**config.mk**
```make
export PLATFORM = sky130hd
export DESIGN_NAME = strict_priority_multi_fifo_flat
export DESIGN_NICKNAME = d
export VERILOG_FILES = /design/src/rtl/spm_pkg.sv /design/src/rtl/spm_if.sv /design/src/rtl/spm_cell.sv /design/src/rtl/strict_priority_multi_fifo.sv /design/src/flat_wrapper.sv
export SDC_FILE = /design/constraint.sdc
export NUM_CORES = 2
export LEC_CHECK = 0
export BUFFER_PORTS_ARGS = -buffer_cell sky130_fd_sc_hd__buf_2
export CAP_MARGIN = 20
export CELL_PAD_IN_SITES_DETAIL_PLACEMENT = 1
export CELL_PAD_IN_SITES_GLOBAL_PLACEMENT = 1
export CORE_MARGIN = 3
export CORE_UTILIZATION = 55
export DETAILED_ROUTE_END_ITERATION = 16
export PLACE_DENSITY = 0.92
export SKIP_LAST_GASP = 1
export SLEW_MARGIN = 15
export SYNTH_ARGS = -nofsm -noshare
export SYNTH_HDL_FRONTEND = slang
export SYNTH_SLANG_ARGS = --single-unit
```
**constraint.sdc**
```tcl
create_clock -name clk -period 10.3 [get_ports clk]
set_input_delay 1.03 -clock clk [delete_from_list [all_inputs] [get_ports clk]]
set_output_delay 1.03 -clock clk [all_outputs]
set_load 0.05 [all_outputs]
```
**src/rtl/spm_pkg.sv**
```systemverilog
package spm_pkg;

  // Fixed field widths of the request and response items.
  localparam int PRIO_W = 5;
  localparam int TAG_W  = 16;

  // Number of priority levels and the number of tag bits kept in the store.
  localparam int PRIORITY_LEVELS = 32;
  localparam int TAG_BITS        = 16;

  localparam logic [TAG_W-1:0] TAG_MASK =
    (TAG_BITS >= TAG_W) ? {TAG_W{1'b1}} : TAG_W'((64'd1 << TAG_BITS) - 64'd1);

  typedef enum logic {
    REQ_PUSH = 1'b0,
    REQ_POP  = 1'b1
  } req_kind_t;

  typedef enum logic [1:0] {
    ST_PUSHED = 2'd0,
    ST_POPPED = 2'd1,
    ST_FULL   = 2'd2,
    ST_EMPTY  = 2'd3
  } status_t;

  // Contents of one cell of the ordered row.
  typedef struct packed {
    logic              valid;
    logic [PRIO_W-1:0] prio;
    logic [TAG_W-1:0]  tag;
  } entry_t;

  // Command broadcast to every cell in the row.
  typedef struct packed {
    logic              push;
    logic              pop;
    logic [PRIO_W-1:0] prio;
    logic [TAG_W-1:0]  tag;
  } cell_cmd_t;

  // Priorities above the last level fold onto the last level.
  function automatic logic [PRIO_W-1:0] sat_prio(input logic [PRIO_W-1:0] p);
    logic [PRIO_W-1:0] res;
    if (int'(p) < PRIORITY_LEVELS) begin
      res = p;
    end else begin
      res = PRIO_W'(PRIORITY_LEVELS - 1);
    end
    return res;
  endfunction

endpackage

```
**src/rtl/spm_if.sv**
```systemverilog
interface spm_req_if;
  logic                      valid;
  logic                      ready;
  logic                      req_type;
  logic [spm_pkg::PRIO_W-1:0] priority_req;
  logic [spm_pkg::TAG_W-1:0]  job_tag;

  modport source (output valid, req_type, priority_req, job_tag, input ready);
  modport sink   (input valid, req_type, priority_req, job_tag, output ready);
endinterface

interface spm_rsp_if;
  logic                      valid;
  logic                      ready;
  logic [1:0]                status;
  logic [spm_pkg::PRIO_W-1:0] out_priority;
  logic [spm_pkg::TAG_W-1:0]  out_tag;

  modport source (output valid, status, out_priority, out_tag, input ready);
  modport sink   (input valid, status, out_priority, out_tag, output ready);
endinterface

```
**src/rtl/spm_cell.sv**
```systemverilog
module spm_cell (
  input  logic               clk,
  input  logic               rst_n,
  input  spm_pkg::cell_cmd_t cmd,
  input  spm_pkg::entry_t    left_entry,
  input  logic               left_ahead,
  input  spm_pkg::entry_t    right_entry,
  output spm_pkg::entry_t    entry_o,
  output logic               ahead_o
);

  logic                       valid_r;
  logic [spm_pkg::PRIO_W-1:0] prio_r;
  logic [spm_pkg::TAG_W-1:0]  tag_r;
  spm_pkg::entry_t            entry_nxt;

  assign entry_o = '{valid: valid_r, prio: prio_r, tag: tag_r};

  // An entry stays ahead of a new one when its priority is equal or more
  // urgent, which keeps jobs of one level in arrival order.
  assign ahead_o = valid_r && (prio_r <= cmd.prio);

  always_comb begin
    entry_nxt = entry_o;
    if (cmd.pop) begin
      entry_nxt = right_entry;
    end else if (cmd.push && !ahead_o) begin
      if (left_ahead) begin
        entry_nxt = '{valid: 1'b1, prio: cmd.prio, tag: cmd.tag};
      end else begin
        entry_nxt = left_entry;
      end
    end
  end

  always_ff @(posedge clk) begin
    if (!rst_n) begin
      valid_r <= 1'b0;
    end else begin
      valid_r <= entry_nxt.valid;
    end
  end

  always_ff @(posedge clk) begin
    prio_r <= entry_nxt.prio;
    tag_r  <= entry_nxt.tag;
  end

endmodule

```
**src/rtl/strict_priority_multi_fifo.sv**
```systemverilog
// Channel   Direction  Handshake     Payload
// in_req    sink       valid/ready   req_type, priority_req, job_tag
// out_rsp   source     valid/ready   status, out_priority, out_tag
//
// Every request produces exactly one response, registered in the cycle after it
// is accepted. A request can be accepted in every cycle while responses are taken;
// the row updates as it is taken, so the response register sets the pace.
// Reset (rst_n low at a clock edge) empties every cell at once; no sweep.
// A stalled response holds in the output register and blocks new requests
// until it is taken; a request is taken in the same cycle its way clears.
module strict_priority_multi_fifo #(
  parameter int ENTRY_COUNT = 64
) (
  input logic       clk,
  input logic       rst_n,
  spm_req_if.sink   in_req,
  spm_rsp_if.source out_rsp
);

  // The queues of all priority levels are kept as one row of cells, ordered
  // by priority and, within a level, by arrival. Cell 0 always holds the job
  // that the next pop returns. A push drops the new job into the first cell
  // whose job is less urgent and moves every later job one cell to the right;
  // a pop moves every job one cell to the left.
  spm_pkg::entry_t    cell_q  [ENTRY_COUNT];
  logic               ahead   [ENTRY_COUNT];
  logic [ENTRY_COUNT-1:0] valid_vec;
  spm_pkg::cell_cmd_t cmd;

  logic accept;
  logic is_push;
  logic full;
  logic empty;

  logic                       out_valid_r;
  spm_pkg::status_t           status_r;
  logic [spm_pkg::PRIO_W-1:0] prio_r;
  logic [spm_pkg::TAG_W-1:0]  tag_r;
  spm_pkg::status_t           status_nxt;
  logic [spm_pkg::PRIO_W-1:0] prio_nxt;
  logic [spm_pkg::TAG_W-1:0]  tag_nxt;

  // The store is full when the last cell is occupied, and empty when the
  // first one is not.
  assign full  = cell_q[ENTRY_COUNT-1].valid;
  assign empty = !cell_q[0].valid;

  assign in_req.ready = !out_valid_r || out_rsp.ready;
  assign accept       = in_req.valid && in_req.ready;
  assign is_push      = (in_req.req_type == spm_pkg::REQ_PUSH);

  // Rejected requests leave the row untouched.
  assign cmd.push = accept && is_push && !full;
  assign cmd.pop  = accept && !is_push && !empty;
  assign cmd.prio = spm_pkg::sat_prio(in_req.priority_req);
  assign cmd.tag  = in_req.job_tag & spm_pkg::TAG_MASK;

  for (genvar i = 0; i < ENTRY_COUNT; i++) begin : g_cell
    spm_pkg::entry_t left_entry;
    spm_pkg::entry_t right_entry;
    logic            left_ahead;

    if (i == 0) begin : g_first
      // Nothing stands to the left of the head cell, so a new job that is
      // not behind it lands there.
      assign left_entry = '0;
      assign left_ahead = 1'b1;
    end else begin : g_inner_left
      assign left_entry = cell_q[i-1];
      assign left_ahead = ahead[i-1];
    end

    if (i == ENTRY_COUNT - 1) begin : g_last
      assign right_entry = '0;
    end else begin : g_inner_right
      assign right_entry = cell_q[i+1];
    end

    spm_cell u_cell (
      .clk         (clk),
      .rst_n       (rst_n),
      .cmd         (cmd),
      .left_entry  (left_entry),
      .left_ahead  (left_ahead),
      .right_entry (right_entry),
      .entry_o     (cell_q[i]),
      .ahead_o     (ahead[i])
    );

    assign valid_vec[i] = cell_q[i].valid;
  end

  // Response for the request taken in this cycle, built from the row as it
  // stands before the update.
  always_comb begin
    prio_nxt = '0;
    tag_nxt  = '0;
    if (is_push) begin
      status_nxt = full ? spm_pkg::ST_FULL : spm_pkg::ST_PUSHED;
    end else if (empty) begin
      status_nxt = spm_pkg::ST_EMPTY;
    end else begin
      status_nxt = spm_pkg::ST_POPPED;
      prio_nxt   = cell_q[0].prio;
      tag_nxt    = cell_q[0].tag;
    end
  end

  always_ff @(posedge clk) begin
    if (!rst_n) begin
      out_valid_r <= 1'b0;
    end else if (accept) begin
      out_valid_r <= 1'b1;
    end else if (out_rsp.ready) begin
      out_valid_r <= 1'b0;
    end
  end

  always_ff @(posedge clk) begin
    if (accept) begin
      status_r <= status_nxt;
      prio_r   <= prio_nxt;
      tag_r    <= tag_nxt;
    end
  end

  assign out_rsp.valid        = out_valid_r;
  assign out_rsp.status       = status_r;
  assign out_rsp.out_priority = prio_r;
  assign out_rsp.out_tag      = tag_r;

  // Occupied cells always form one unbroken run starting at cell 0.
  a_packed_row: assert property (@(posedge clk) disable iff (!rst_n)
    (valid_vec & (valid_vec + 1'b1)) == '0)
    else $error("occupied cells are not contiguous from the head");

  // A push that is taken grows the row by exactly one job.
  a_push_grows: assert property (@(posedge clk) disable iff (!rst_n)
    cmd.push |=> $countones(valid_vec) == $past($countones(valid_vec)) + 1)
    else $error("accepted push did not add exactly one job");

  // A pop that is taken shrinks the row by exactly one job.
  a_pop_shrinks: assert property (@(posedge clk) disable iff (!rst_n)
    cmd.pop |=> $countones(valid_vec) + 1 == $past($countones(valid_vec)))
    else $error("accepted pop did not remove exactly one job");

  // A push into a full row is answered as rejected.
  a_full_reject: assert property (@(posedge clk) disable iff (!rst_n)
    accept && is_push && full |=> out_rsp.valid && out_rsp.status == spm_pkg::ST_FULL)
    else $error("push into a full store was not rejected");

endmodule

```
**src/flat_wrapper.sv**
```systemverilog
// flat-port wrapper written by rule: the top's interface ports become plain ports
module strict_priority_multi_fifo_flat 
#(
  parameter int ENTRY_COUNT = 64
)
  (clk, rst_n, in_req_valid, in_req_req_type, in_req_priority_req, in_req_job_tag, in_req_ready, out_rsp_valid, out_rsp_status, out_rsp_out_priority, out_rsp_out_tag, out_rsp_ready);
  spm_req_if in_req_i ();
  spm_rsp_if out_rsp_i ();
  input logic clk;
  input logic rst_n;
  input wire logic [$bits(in_req_i.valid)-1:0] in_req_valid;
  input wire logic [$bits(in_req_i.req_type)-1:0] in_req_req_type;
  input wire logic [$bits(in_req_i.priority_req)-1:0] in_req_priority_req;
  input wire logic [$bits(in_req_i.job_tag)-1:0] in_req_job_tag;
  output wire logic [$bits(in_req_i.ready)-1:0] in_req_ready;
  output wire logic [$bits(out_rsp_i.valid)-1:0] out_rsp_valid;
  output wire logic [$bits(out_rsp_i.status)-1:0] out_rsp_status;
  output wire logic [$bits(out_rsp_i.out_priority)-1:0] out_rsp_out_priority;
  output wire logic [$bits(out_rsp_i.out_tag)-1:0] out_rsp_out_tag;
  input wire logic [$bits(out_rsp_i.ready)-1:0] out_rsp_ready;
  assign in_req_i.valid = in_req_valid;
  assign in_req_i.req_type = in_req_req_type;
  assign in_req_i.priority_req = in_req_priority_req;
  assign in_req_i.job_tag = in_req_job_tag;
  assign in_req_ready = in_req_i.ready;
  assign out_rsp_valid = out_rsp_i.valid;
  assign out_rsp_status = out_rsp_i.status;
  assign out_rsp_out_priority = out_rsp_i.out_priority;
  assign out_rsp_out_tag = out_rsp_i.out_tag;
  assign out_rsp_i.ready = out_rsp_ready;
  strict_priority_multi_fifo #(.ENTRY_COUNT(ENTRY_COUNT)) u_core (.clk(clk), .rst_n(rst_n), .in_req(in_req_i), .out_rsp(out_rsp_i));
endmodule
```
==> results.yml <==
logic_synthesis:
  synth_area_mm2: 0.0767
  synth_area_leaders: "edfxtp_1 53%, o211ai_1 12%, nand3_1 8.5%, nand2_1 7.8%, ha_1 5.1%"
  synth_fp_nets: 7828
  yosysMostFrequentCell: "nand2_1"
  synthArstFlopShare: 0
  post-synth-top-area-cell: "edfxtp_1"
  synth_flop_cell: "edfxtp_1"
  synth_top_area_frac: 0.527
  yosysWarnings: 0
  syn_inst: 7487
  synth_common_cells: "1,601 x nand2_1, 1,346 x edfxtp_1, 1,303 x nand3_1"
  syn_area_per_cell_um2: 10.2
  synth_seq_area_share: 0.549
  ys_ff_latch: 1432
  synthDistinctLibCells: 31
  synth_edf_count: 1346
run_status:
  status: "finished, final reports clean"
drt:
  ant_nets: 0
  vias: 68500
  drtIter0Drc: 12400
  dr.pass1.iters: 9
  viasPerCell: 7.59
  drcViolationCount: 0
  wl_per_cell_um: 32.8
  totalWireLength_um: 296000
power_and_ir_drop:
  peakVddDrop_v: 0.000189
  power.density_mw_per_mm2: 191
  p_leak_uw: 0.0283
floorplanning:
  core_mm2: 0.138
  boundaryPins: 51
  dieWidth_um: 379
  die_h_um: 379
  core.rowCount: 136
  start_util: 0.556
  die-area_mm2: 0.144
worst_setup_path:
  start_kind: "input pin"
  path_max_fanout: 44
  cp-end-kind: "flip-flop"
  slowest_delay_ns: 0.91
  crit_arrival_ns: 5.47
  path_cells: "buf_2 -> clkinv_2 -> buf_4 -> ha_1 -> nand4_1 -> o2111ai_1 -> o22a_1 -> buf_4 -> nand2_1 -> nand2_1"
  slowest_stage: "clkinv_2"
  worstPathRequired_ns: 10.74
  crit_type: "input pin to flip-flop"
placement:
  io_buffer_count: 50
  dp_cells: 8728
  hpwl_um: 173000
  place_congestion: 0.924
clock_network:
  cts.path.max_buffers: 3
  path_clk_slew_ns: 0.07
  post_cts_buffers: 0
  ctsResizeCount: 0
  cts-root-buf: "clkbuf_16"
  htree_levels: 4
  cts_sinks: 1432
  cts_buffers: 154
  cts_hold_buf: 0
  insertion_delay_ns: 0.85
  cts_tree: "yes"
timing:
  rsz0062_at_grt: "no"
  hold_viol_final: 0
  period_share: 0.488
  relSlewSlack: 0.0912
  fmax_ghz: 0.199
  skew_ns: 0.0406
  setup_viol: 0
  fin_tns_setup_ns: 0
  max_slew.worst_pin.slew_ns: 1.36
  drv_slew: 0
  post-route-min-period_ns: 5.03
hold_path:
  hold_path_class: "input pin to flip-flop"
job:
  max_cap_viol_count: 0
final_layout:
  layout.nets: 7369
  syn_to_final_growth_pct: 6.43
  fin_cells: 9024
  drive_above_1_share: 0.0577
global_route:
  grt_pass1_wl_um: 433000
  track_usage: 0.394
  grt_overflow: 0
  grt_start_max_net_pins: 219
  antenna_found_initial: 5
  grt_pass1_vias: 68200
-- final timing paths --
check / startpoint / end / slack, ns / depth (start not counted)
worst max-delay path: in_req_priority_req[4] / u_core.g_cell[29].u_cell.prio_r[3]$_DFFE_PP_ / 5.27 / 10
worst min-delay path: in_req_valid / u_core.out_rsp.valid$_SDFFE_PN0P_ / 0.51 / 3
worst max register to register: u_core.g_cell[0].u_cell.valid_r$_SDFFE_PN0P_ / u_core.g_cell[13].u_cell.prio_r[3]$_DFFE_PP_ / 5.51 / 5
worst min register to register: u_core.g_cell[63].u_cell.tag_r[14]$_SDFFE_PP0P_ / u_core.g_cell[63].u_cell.tag_r[14]$_SDFFE_PP0P_ / 0.57 / 2
-- kinds of logic after synthesis --
kind of cell | count (synthesis) | share of synthesized area
and+or+nand+nor | 3138 | 0.179
DFF | 1432 | 0.549
adders and majority gates | 315 | 0.0514
muxes | 22 | 0.00287
buffers and inverters | 918 | 0.0565
AOI/OAI and AO/OA | 1662 | 0.161
-- routing by layer --
metal	wire length [um]	part of all wire	track usage
met1	106000	0.36	0.520
met4	19500	0.066	0.225
met5	24	0.000081	0
met3	39400	0.13	0.106
met2	131000	0.44	0.589
-- sequential cells by signal, summed over array words and instances (netlist names) --
signal and flops:
u_core.g_cell.u_cell.valid_r 64, u_core.out_rsp.out_priority 5, u_core.g_cell.u_cell.prio_r 320, u_core.g_cell.u_cell.tag_r 1024, u_core.out_rsp.out_tag 16, u_core.out_rsp.valid 1
u_core.out_rsp.status 2
-- report_power, final --
part	internal [uW]	switching, uW	leakage (uW)	total, uW
registers	7090	483	0.0133	7580
clock network	3100	2550	0.00240	5650
logic	722	1620	0.0125	2340
total	10900	4650	0.0283	15600
-- critical path, delay by kind of cell --
| family | cells | cell delay (ns) |
|---|---|---|
| AOI/OAI and AO/OA | 2 | 0.56 |
| and+or+nand+nor | 3 | 1.16 |
| adders and majority gates | 1 | 0.45 |
| buffers and inverters | 4 | 2.19 |
-- final cells by class --
cell class	instances	area [um^2]
Fill cell	14400	56400
Tap cell	1863	2330
Clock inverter	71	648
Inverter	133	504
Antenna cell	1	2.50
Clock buffer	217	4250
Multi-Input combinational cell	5137	30400
Sequential cell	1432	42100
Timing Repair Buffer	170	1360
-- stage by stage --
step,area (um^2),utilization,power [uW],worst slack (ns),hold WS [ns]
after floorplan,76700,-,8930,6.12,0.474
after global placement,76600,0.555,9500,5.31,0.524
after detailed placement,76600,0.555,9750,4.89,0.536
after CTS,81500,0.590,15300,5.72,0.480
after global routing,81600,0.592,15900,5.27,0.520
final,81600,0.592,15600,5.27,0.511
-- layout by cell type (no fill, tap or decap), types with 2 or more instances in the layout --
master and count:
nor2_1 127, o2111ai_1 63, buf_2 48, mux2i_1 22, inv_16 3, buf_16 4
o211ai_1 1241, buf_8 2, clkbuf_8 12, clkbuf_16 156, and3_1 20, edfxtp_1 1346
clkinv_1 28, nand2_1 1599, o221ai_1 122, nand2_8 2, buf_12 9, ha_1 315
o22a_1 63, o21ai_0 23, nand2_4 20, dfxtp_1 86, inv_6 7, a21oi_1 146
nand4_1 63, inv_1 129, bufinv_16 8, buf_4 107, clkinv_8 5, clkbuf_1 49
clkinv_2 24, nand3_1 1302
No activity file was read; power rests on OpenSTA's default activity.
